$ cat src/hw/rtl/fncr_pkg.sv
// Package for the four-neighbor count raster unit.
// Holds sizes, register indexes, the queue entry type and the cell value function.
// No dependencies.
package fncr_pkg;

  localparam int MAX_COLS = 32;
  localparam int MAX_ROWS = 1024;

  localparam int COL_W      = $clog2(MAX_COLS);
  localparam int ROW_W      = $clog2(MAX_ROWS);
  localparam int ROWS_CFG_W = 11;
  localparam int COLS_CFG_W = 6;
  localparam int CFG_DATA_W = 11;
  localparam int CFG_IDX_W  = 1;
  localparam int VALUE_W    = 4;

  localparam logic [CFG_IDX_W-1:0] REG_GRID_ROWS = 1'b0;
  localparam logic [CFG_IDX_W-1:0] REG_GRID_COLS = 1'b1;

  localparam logic [VALUE_W-1:0] OCCUPIED_VALUE = 4'd9;

  // one queue entry: an optional lagging result and an optional final-row flush
  typedef struct packed {
    logic                  has_lag;
    logic [VALUE_W-1:0]    lag_value;
    logic                  lag_eor;
    logic                  flush;
    logic [MAX_COLS-1:0]   flush_cur;
    logic [MAX_COLS-1:0]   flush_up;
    logic [COLS_CFG_W-1:0] cols;
  } job_t;

  function automatic logic [VALUE_W-1:0] cell_result(input logic centre, input logic up,
                                                     input logic down, input logic left,
                                                     input logic right);
    logic [VALUE_W-1:0] sum;
    sum = VALUE_W'(up) + VALUE_W'(down) + VALUE_W'(left) + VALUE_W'(right);
    return centre ? OCCUPIED_VALUE : sum;
  endfunction

endpackage

$ cat src/hw/rtl/fncr_in_if.sv
// Input channel of the four-neighbor count raster unit: one grid cell per transaction.
// Depends on nothing.
interface fncr_in_if;
  logic valid;
  logic ready;
  logic occupied;

  modport source (output valid, output occupied, input ready);
  modport sink (input valid, input occupied, output ready);
endinterface

$ cat src/hw/rtl/fncr_out_if.sv
// Output channel of the four-neighbor count raster unit: one cell result per transaction.
// Depends on fncr_pkg.
interface fncr_out_if;
  import fncr_pkg::*;
  logic               valid;
  logic               ready;
  logic [VALUE_W-1:0] cell_value;
  logic               end_of_row;
  logic               end_of_frame;

  modport source (output valid, output cell_value, output end_of_row, output end_of_frame,
                  input ready);
  modport sink (input valid, input cell_value, input end_of_row, input end_of_frame,
                output ready);
endinterface

$ cat src/hw/rtl/four_neighbor_count_raster_unit.sv
// Four-neighbor count over a binary grid streamed in raster order.
// Depends on fncr_pkg, fncr_in_if, fncr_out_if, fncr_front, fncr_queue, fncr_back.
//
// Usage:
//   cells carries one grid cell per transaction (occupied), row by row, left to right.
//   results carries one value per cell: 9 when the cell is occupied, else the number
//   of occupied up/down/left/right neighbors inside the grid, with end_of_row and
//   end_of_frame flags.
//   grid_rows (index 0) and grid_cols (index 1) are written through wr_en, wr_index
//   and wr_data while the unit is idle; any write restarts the frame at row 0, col 0.
//   Results lag one row: a cell's value is sent when the cell below it arrives.
//   The last cell of the frame also releases the whole final row.
// Timing:
//   a lagging result passes the queue and the output register; the final row follows
//   at one cell a cycle unless stalled. One cell per cycle is accepted while the queue
//   has room; a multi-row frame's first row sends no jobs, hiding the final row walk.
// Reset: synchronous rst clears registers to one row, one column, position 0,
//   empty line stores and an empty queue.
// Stall: while results.ready is low the output register holds, the queue fills and
//   cells.ready drops.
module four_neighbor_count_raster_unit
  import fncr_pkg::*;
(
  input  logic                  clk,
  input  logic                  rst,
  input  logic                  wr_en,
  input  logic [CFG_IDX_W-1:0]  wr_index,
  input  logic [CFG_DATA_W-1:0] wr_data,
  fncr_in_if.sink               cells,
  fncr_out_if.source            results
);

  job_t push_job;
  job_t pop_job;
  logic push;
  logic pop;
  logic full;
  logic empty;

  fncr_front u_front (
    .clk        (clk),
    .rst        (rst),
    .wr_en      (wr_en),
    .wr_index   (wr_index),
    .wr_data    (wr_data),
    .cells      (cells),
    .queue_full (full),
    .job_push   (push),
    .job        (push_job)
  );

  fncr_queue u_queue (
    .clk      (clk),
    .rst      (rst),
    .push     (push),
    .push_job (push_job),
    .pop      (pop),
    .pop_job  (pop_job),
    .full     (full),
    .empty    (empty)
  );

  fncr_back u_back (
    .clk         (clk),
    .rst         (rst),
    .queue_empty (empty),
    .queue_job   (pop_job),
    .queue_pop   (pop),
    .results     (results)
  );

endmodule

$ cat src/hw/rtl/fncr_front.sv
// Front end: configuration registers, raster position, three line stores.
// Turns each input cell into a queue entry. Depends on fncr_pkg and fncr_in_if.
module fncr_front
  import fncr_pkg::*;
(
  input  logic                  clk,
  input  logic                  rst,
  input  logic                  wr_en,
  input  logic [CFG_IDX_W-1:0]  wr_index,
  input  logic [CFG_DATA_W-1:0] wr_data,
  fncr_in_if.sink               cells,
  input  logic                  queue_full,
  output logic                  job_push,
  output job_t                  job
);

  logic [ROWS_CFG_W-1:0] grid_rows;
  logic [COLS_CFG_W-1:0] grid_cols;
  logic [COL_W-1:0]      col;
  logic [ROW_W-1:0]      row;
  logic [MAX_COLS-1:0]   row_arriving;
  logic [MAX_COLS-1:0]   row_one_back;
  logic [MAX_COLS-1:0]   row_two_back;

  logic [ROWS_CFG_W-1:0] rows_eff;
  logic [COLS_CFG_W-1:0] cols_eff;
  logic                  accept;
  logic                  last_col;
  logic                  last_row;
  logic [MAX_COLS-1:0]   arriving_next;
  logic [MAX_COLS-1:0]   left_vec;
  logic [MAX_COLS-1:0]   right_vec;
  logic                  up_bit;
  logic                  left_bit;
  logic                  right_bit;

  always_comb begin
    if (grid_rows == '0) begin
      rows_eff = ROWS_CFG_W'(1);
    end else if (grid_rows > ROWS_CFG_W'(MAX_ROWS)) begin
      rows_eff = ROWS_CFG_W'(MAX_ROWS);
    end else begin
      rows_eff = grid_rows;
    end
    if (grid_cols == '0) begin
      cols_eff = COLS_CFG_W'(1);
    end else if (grid_cols > COLS_CFG_W'(MAX_COLS)) begin
      cols_eff = COLS_CFG_W'(MAX_COLS);
    end else begin
      cols_eff = grid_cols;
    end
  end

  assign cells.ready = !queue_full;
  assign accept      = cells.valid && !queue_full;
  assign last_col    = ({1'b0, col} == cols_eff - COLS_CFG_W'(1));
  assign last_row    = ({1'b0, row} == rows_eff - ROWS_CFG_W'(1));

  always_comb begin
    arriving_next      = row_arriving;
    arriving_next[col] = cells.occupied;
  end

  // neighbor bits of the row above, shifted so column zero and overflow read as empty
  assign left_vec  = {row_one_back[MAX_COLS-2:0], 1'b0};
  assign right_vec = {1'b0, row_one_back[MAX_COLS-1:1]};
  assign up_bit    = (row > ROW_W'(1)) ? row_two_back[col] : 1'b0;
  assign left_bit  = left_vec[col];
  assign right_bit = last_col ? 1'b0 : right_vec[col];

  always_comb begin
    job.has_lag   = (row != '0);
    job.lag_value = cell_result(row_one_back[col], up_bit, cells.occupied, left_bit, right_bit);
    job.lag_eor   = last_col;
    job.flush     = last_col && last_row;
    job.flush_cur = arriving_next;
    job.flush_up  = (row != '0) ? row_one_back : '0;
    job.cols      = cols_eff;
    job_push      = accept && (job.has_lag || job.flush);
  end

  always_ff @(posedge clk) begin
    if (rst) begin
      grid_rows    <= ROWS_CFG_W'(1);
      grid_cols    <= COLS_CFG_W'(1);
      col          <= '0;
      row          <= '0;
      row_arriving <= '0;
      row_one_back <= '0;
      row_two_back <= '0;
    end else begin
      if (accept) begin
        row_arriving <= arriving_next;
        if (last_col) begin
          col <= '0;
          if (last_row) begin
            row <= '0;
          end else begin
            row_two_back <= row_one_back;
            row_one_back <= arriving_next;
            row          <= row + ROW_W'(1);
          end
        end else begin
          col <= col + COL_W'(1);
        end
      end
      // a register write restarts the frame
      if (wr_en) begin
        unique case (wr_index)
          REG_GRID_ROWS: grid_rows <= wr_data[ROWS_CFG_W-1:0];
          REG_GRID_COLS: grid_cols <= wr_data[COLS_CFG_W-1:0];
          default: ;
        endcase
        col <= '0;
        row <= '0;
      end
    end
  end

endmodule

$ cat src/hw/rtl/fncr_queue.sv
// Two-entry queue of jobs between the front end and the back end.
// Depends on fncr_pkg.
module fncr_queue
  import fncr_pkg::*;
(
  input  logic clk,
  input  logic rst,
  input  logic push,
  input  job_t push_job,
  input  logic pop,
  output job_t pop_job,
  output logic full,
  output logic empty
);

  localparam int DEPTH = 2;

  job_t       entries [DEPTH];
  logic       wr_ptr;
  logic       rd_ptr;
  logic [1:0] count;

  assign full    = (count == 2'(DEPTH));
  assign empty   = (count == '0);
  assign pop_job = entries[rd_ptr];

  always_ff @(posedge clk) begin
    if (push && !full) begin
      entries[wr_ptr] <= push_job;
    end
  end

  always_ff @(posedge clk) begin
    if (rst) begin
      wr_ptr <= 1'b0;
      rd_ptr <= 1'b0;
      count  <= '0;
    end else begin
      if (push && !full) begin
        wr_ptr <= !wr_ptr;
      end
      if (pop && !empty) begin
        rd_ptr <= !rd_ptr;
      end
      case ({push && !full, pop && !empty})
        2'b10:   count <= count + 2'd1;
        2'b01:   count <= count - 2'd1;
        default: count <= count;
      endcase
    end
  end

endmodule

$ cat src/hw/rtl/fncr_back.sv
// Back end: takes jobs from the queue and emits results through an output register.
// Walks the final row one cell a cycle unless stalled. Depends on fncr_pkg, fncr_out_if.
module fncr_back
  import fncr_pkg::*;
(
  input  logic       clk,
  input  logic       rst,
  input  logic       queue_empty,
  input  job_t       queue_job,
  output logic       queue_pop,
  fncr_out_if.source results
);

  logic                  lag_pend;
  logic                  flush_pend;
  logic [VALUE_W-1:0]    lag_value;
  logic                  lag_eor;
  logic [MAX_COLS-1:0]   cur_sh;
  logic [MAX_COLS-1:0]   up_sh;
  logic                  left_prev;
  logic [COLS_CFG_W-1:0] pos;
  logic [COLS_CFG_W-1:0] cols;

  logic                  out_valid;
  logic [VALUE_W-1:0]    out_value;
  logic                  out_eor;
  logic                  out_eof;

  logic                  busy;
  logic                  slot_free;
  logic                  step;
  logic                  last;
  logic                  finish;
  logic                  load;
  logic                  right_bit;
  logic [VALUE_W-1:0]    res_value;
  logic                  res_eor;
  logic                  res_eof;

  assign busy      = lag_pend || flush_pend;
  assign slot_free = !out_valid || results.ready;
  assign step      = busy && slot_free;
  assign last      = (pos + COLS_CFG_W'(1) == cols);
  assign right_bit = last ? 1'b0 : cur_sh[1];

  always_comb begin
    if (lag_pend) begin
      res_value = lag_value;
      res_eor   = lag_eor;
      res_eof   = 1'b0;
      finish    = step && !flush_pend;
    end else begin
      res_value = cell_result(cur_sh[0], up_sh[0], 1'b0, left_prev, right_bit);
      res_eor   = last;
      res_eof   = last;
      finish    = step && last;
    end
  end

  assign load      = (!busy || finish) && !queue_empty;
  assign queue_pop = load;

  always_ff @(posedge clk) begin
    if (rst) begin
      lag_pend   <= 1'b0;
      flush_pend <= 1'b0;
    end else if (load) begin
      lag_pend   <= queue_job.has_lag;
      flush_pend <= queue_job.flush;
    end else if (step) begin
      if (lag_pend) begin
        lag_pend <= 1'b0;
      end else if (last) begin
        flush_pend <= 1'b0;
      end
    end
  end

  always_ff @(posedge clk) begin
    if (load) begin
      lag_value <= queue_job.lag_value;
      lag_eor   <= queue_job.lag_eor;
      cur_sh    <= queue_job.flush_cur;
      up_sh     <= queue_job.flush_up;
      cols      <= queue_job.cols;
      left_prev <= 1'b0;
      pos       <= '0;
    end else if (step && !lag_pend) begin
      // final row walks right one cell per step
      cur_sh    <= {1'b0, cur_sh[MAX_COLS-1:1]};
      up_sh     <= {1'b0, up_sh[MAX_COLS-1:1]};
      left_prev <= cur_sh[0];
      pos       <= pos + COLS_CFG_W'(1);
    end
  end

  always_ff @(posedge clk) begin
    if (rst) begin
      out_valid <= 1'b0;
    end else if (step) begin
      out_valid <= 1'b1;
    end else if (results.ready) begin
      out_valid <= 1'b0;
    end
  end

  always_ff @(posedge clk) begin
    if (step) begin
      out_value <= res_value;
      out_eor   <= res_eor;
      out_eof   <= res_eof;
    end
  end

  assign results.valid        = out_valid;
  assign results.cell_value   = out_value;
  assign results.end_of_row   = out_eor;
  assign results.end_of_frame = out_eof;

endmodule

$ cat src/flat_wrapper.sv
// flat-port wrapper written by rule: the top's interface ports become plain ports
module four_neighbor_count_raster_unit_flat import fncr_pkg::*;
  (clk, rst, wr_en, wr_index, wr_data, cells_valid, cells_occupied, cells_ready, results_valid, results_cell_value, results_end_of_row, results_end_of_frame, results_ready);
  fncr_in_if cells_i ();
  fncr_out_if results_i ();
  input  logic clk;
  input  logic rst;
  input  logic wr_en;
  input  logic [CFG_IDX_W-1:0] wr_index;
  input  logic [CFG_DATA_W-1:0] wr_data;
  input wire logic [$bits(cells_i.valid)-1:0] cells_valid;
  input wire logic [$bits(cells_i.occupied)-1:0] cells_occupied;
  output wire logic [$bits(cells_i.ready)-1:0] cells_ready;
  output wire logic [$bits(results_i.valid)-1:0] results_valid;
  output wire logic [$bits(results_i.cell_value)-1:0] results_cell_value;
  output wire logic [$bits(results_i.end_of_row)-1:0] results_end_of_row;
  output wire logic [$bits(results_i.end_of_frame)-1:0] results_end_of_frame;
  input wire logic [$bits(results_i.ready)-1:0] results_ready;
  assign cells_i.valid = cells_valid;
  assign cells_i.occupied = cells_occupied;
  assign cells_ready = cells_i.ready;
  assign results_valid = results_i.valid;
  assign results_cell_value = results_i.cell_value;
  assign results_end_of_row = results_i.end_of_row;
  assign results_end_of_frame = results_i.end_of_frame;
  assign results_i.ready = results_ready;
  four_neighbor_count_raster_unit u_core (.clk(clk), .rst(rst), .wr_en(wr_en), .wr_index(wr_index), .wr_data(wr_data), .cells(cells_i), .results(results_i));
endmodule
$ cat config.mk
export PLATFORM = sky130hd
export DESIGN_NAME = four_neighbor_count_raster_unit_flat
export DESIGN_NICKNAME = d
export VERILOG_FILES = /design/src/hw/rtl/fncr_pkg.sv /design/src/hw/rtl/fncr_in_if.sv /design/src/hw/rtl/fncr_out_if.sv /design/src/hw/rtl/four_neighbor_count_raster_unit.sv /design/src/hw/rtl/fncr_front.sv /design/src/hw/rtl/fncr_queue.sv /design/src/hw/rtl/fncr_back.sv /design/src/flat_wrapper.sv
export SDC_FILE = /design/constraint.sdc
export NUM_CORES = 1
export LEC_CHECK = 0
export ABC_CLOCK_PERIOD_IN_PS = 24600
export BUFFER_PORTS_ARGS = -buffer_cell sky130_fd_sc_hd__buf_2
export CAP_MARGIN = 20
export CORE_AREA = 2 2 127 253
export DETAILED_ROUTE_END_ITERATION = 12
export DIE_AREA = 0 0 129 255
export HOLD_SLACK_MARGIN = 0.05
export PLACE_DENSITY = 0.77
export SYNTH_ARGS = -nofsm -noshare
export SYNTH_HDL_FRONTEND = slang
export SYNTH_SLANG_ARGS = --single-unit
$ cat constraint.sdc
create_clock -name clk -period 24.6 [get_ports clk]
set_input_delay 4.92 -clock clk [delete_from_list [all_inputs] [get_ports clk]]
set_output_delay 4.92 -clock clk [all_outputs]
set_load 0.02 [all_outputs]
==> impl_metrics.csv <==
group,metric,value,unit
timing,fmax,148,MHz
cts,cts_hold_buf,0,
final_layout,syn_to_final_growth,9.18,%
cts,cts.sinks,378,
cts,worstSkewPairLatency,0.54,ns
route,first_iter_violations,828,
synth,synth_flop_cell,"edfxtp_1",
job,drv_cap,0,
cts,clock_path_buffers,3,
floorplan,ios,26,
setup_path,required,24.76,ns
route,routed_via_density,5.94,
setup_path,startpoint_type,"input port",
timing,slew_headroom,25.3,%
grt,antenna_found_initial,0,
grt,grt_overflow,0,
synth,ys_seq_elements,378,
route,wl_per_cell,19.1,µm
timing,rsz0062_at_grt,"no",
floorplan,die_height,255,µm
route,drtAntennaViolNets,0,
timing,worst_pin_slew,1.12,ns
floorplan,fp.dieW,129,µm
grt,grt_pass1_wl,58200,µm
power,ir_worst_vdd,0.0753,mV
final_layout,fillerInstances,2380,
setup_path,path_cells,"buf_2 > nand2b_1 > o21a_1 > o22a_4 > or2_2 > buf_4",
final_layout,final_net_count,1475,
final_layout,n_antenna_cell,0,
setup_path,rrSetupSlack,19.63,ns
route,drc,0,
place,detailed_place_hpwl,23500,µm
timing,clock_skew,0.0290,ns
synth,synth_area,0.0171,mm²
timing,finalSetupViolCount,0,
synth,synthDistinctLibCells,65,
place,place.port_buffers,25,
final_layout,drive_above_1_share,14.0,%
cts,cts_setup_buffers,0,
setup_path,endpoint_kind,"flop",
synth,synth_area_per_cell,11.6,µm²
floorplan,die_area,0.0329,mm²
synth,synth_warnings,0,
floorplan,rows,92,
setup_path,path_class,"in -> reg",
synth,synth_edf_count,235,
floorplan,core-area,0.0312,mm²
timing,slew_violations,0,
setup_path,cp_max_fo,69,
cts,ctsResizeCount,0,
power,p_leak,6.80,nW
setup_path,cp.arrival,6.89,ns
grt,grt_util_all_layers,22.4,%
cts,htree_levels,2,
setup_path,cpPeakStageDelay,0.63,ns
power,power_density,102,mW/mm²
place,gp_congestion,0.871,
timing,tns,0,ns
final_layout,layout_commonest_cell,"edfxtp_1",
setup_path,crit_slowest_cell,"o22a_4",
grt,grt_max_degree,82,
cts,cts.clk_slew.worst_paths,0.06,ns
timing,hold_viol_final,0,
min_path,hold_path.class,"reg -> reg",
route,dr.pass1.iters,5,
cts,clk_root_buffer_cell,"clkbuf_16",
cts,cts_tree,"done",
route,num_vias,11233,
synth,synth_cells,1473,
final_layout,final_util,59.9,%
power,p_total,1.91,mW
synth,syn_nets,1506,
cts,numCtsBuffers,35,
route,wirelength,36200,µm
timing,fin_crit,6.74,ns
floorplan,initial_core_util,54.9,%
synth,synth-seq-area-share,57.9,%
synth,synthArstFlopShare,0,%
grt,first_global_vias,11080,
status,status,"completed",
timing,post-route-period-util,27.4,%
final_layout,layout_common_cells,"edfxtp_1, nand2_1, dfxtp_1",
state kept, by name (all words and copies together), names as in the netlist, 2 cells and up, named ones only:
register / flops
u_core.u_front.grid_rows: 11
u_core.u_back.lag_value: 4
u_core.u_back.results.cell_value: 4
u_core.u_front.row_one_back: 32
u_core.u_queue.count: 2
u_core.u_front.grid_cols: 6
u_core.u_back.cur_sh: 32
u_core.u_front.row_arriving: 32
u_core.u_front.row: 10
u_core.u_queue.entries: 154
u_core.u_back.up_sh: 32
u_core.u_front.col: 5
u_core.u_back.pos: 6
u_core.u_back.cols: 6
u_core.u_front.row_two_back: 32
final cells by class:
cell class / count / area, µm² / share of cell area, %
sequential: 378 / 9920 / 53.1
multi-input combinational: 932 / 6570 / 35.1
clock buffer: 49 / 1050 / 5.64
tap: 423 / 529 / 2.83
timing repair buffer: 41 / 280 / 1.50
inverter: 54 / 203 / 1.08
clock inverter: 15 / 135 / 0.723
worst max-delay path: cells and delay by family:
family | cells | cell delay (ns)
compound gates | 2 | 0.78
buf+inv | 2 | 0.72
simple gates | 2 | 0.37
synthesized netlist by cell type (4+ instances only):
master	n	area [µm²]
mux2_2	19	214
o311ai_0	7	61.3
and3_1	4	25.0
dfxtp_1	143	2860
and2_1	41	257
mux4_2	28	631
clkbuf_1	88	330
buf_6	5	56.3
or2_2	9	56.3
a21oi_1	121	606
inv_1	54	203
xor2_1	12	105
a211oi_1	34	255
nand3_1	32	160
nand2b_1	9	56.3
a31oi_1	4	25.0
edfxtp_1	235	7060
mux2i_1	136	1360
nor3b_1	8	60.1
nor2_1	129	484
nor4_1	7	43.8
nor2b_1	9	56.3
o21ai_0	10	50.1
nand4_1	13	81.3
o211ai_1	4	30.0
o22ai_1	11	68.8
a211oi_2	30	375
or3_1	4	25.0
nand2_1	156	586
nor3_1	9	45.0
xnor2_1	22	193
ha_1	13	163
buf_1	12	45.0
kinds of logic (layout without fill, tap and decap cells):
group           Yosys count  in the layout  share of synthesized area, %
compound gates          255            255                          10.3
xor+xnor                 34             34                          1.74
simple gates            445            445                          12.1
mux                     183            183                          12.9
flops                   378            378                          57.9
fa+ha+maj                15             15                          1.18
buf+inv                 163            159                          3.87
per-layer routing:
layer	up-vias	track usage [%]	part of all wire [%]
li1	5258	-	-
met1	5484	28.9	40
met2	411	38.2	50
met3	80	3.39	6.2
met4	0	8.57	3.4
met5	-	0	0
through the flow:
step,worst slack (ns),hold slack (ns),cells,cell area (µm²)
2_1_floorplan,13.32,0.435,1473,17100
3_3_place_gp,17.33,0.441,1826,17500
3_5_place_dp,17.28,0.455,1826,17500
4_1_cts,17.83,0.462,1890,18600
5_1_grt,17.69,0.488,1892,18700
6_report,17.86,0.459,1892,18700
power breakdown:
group	switching (mW)	leakage (nW)	internal [mW]	total, mW
registers	0.0754	3.39	0.848	0.924
clock network	0.235	0.583	0.315	0.549
logic	0.279	2.83	0.157	0.436
total	0.589	6.80	1.32	1.91
path summary, 6_finish.rpt:
path / end / startpoint / cells past startpoint
worst max-delay path: u_core.u_back.up_sh[25] / results_ready / 6
worst min-delay path: u_core.u_front.row_two_back[19] / u_core.u_front.row_two_back[19] / 2
worst max register to register: u_core.u_queue.entries[0][49] / u_core.u_front.grid_rows[2] / 13
worst min register to register: u_core.u_front.row_two_back[19] / u_core.u_front.row_two_back[19] / 2
(Power assumes the default switching activity.)
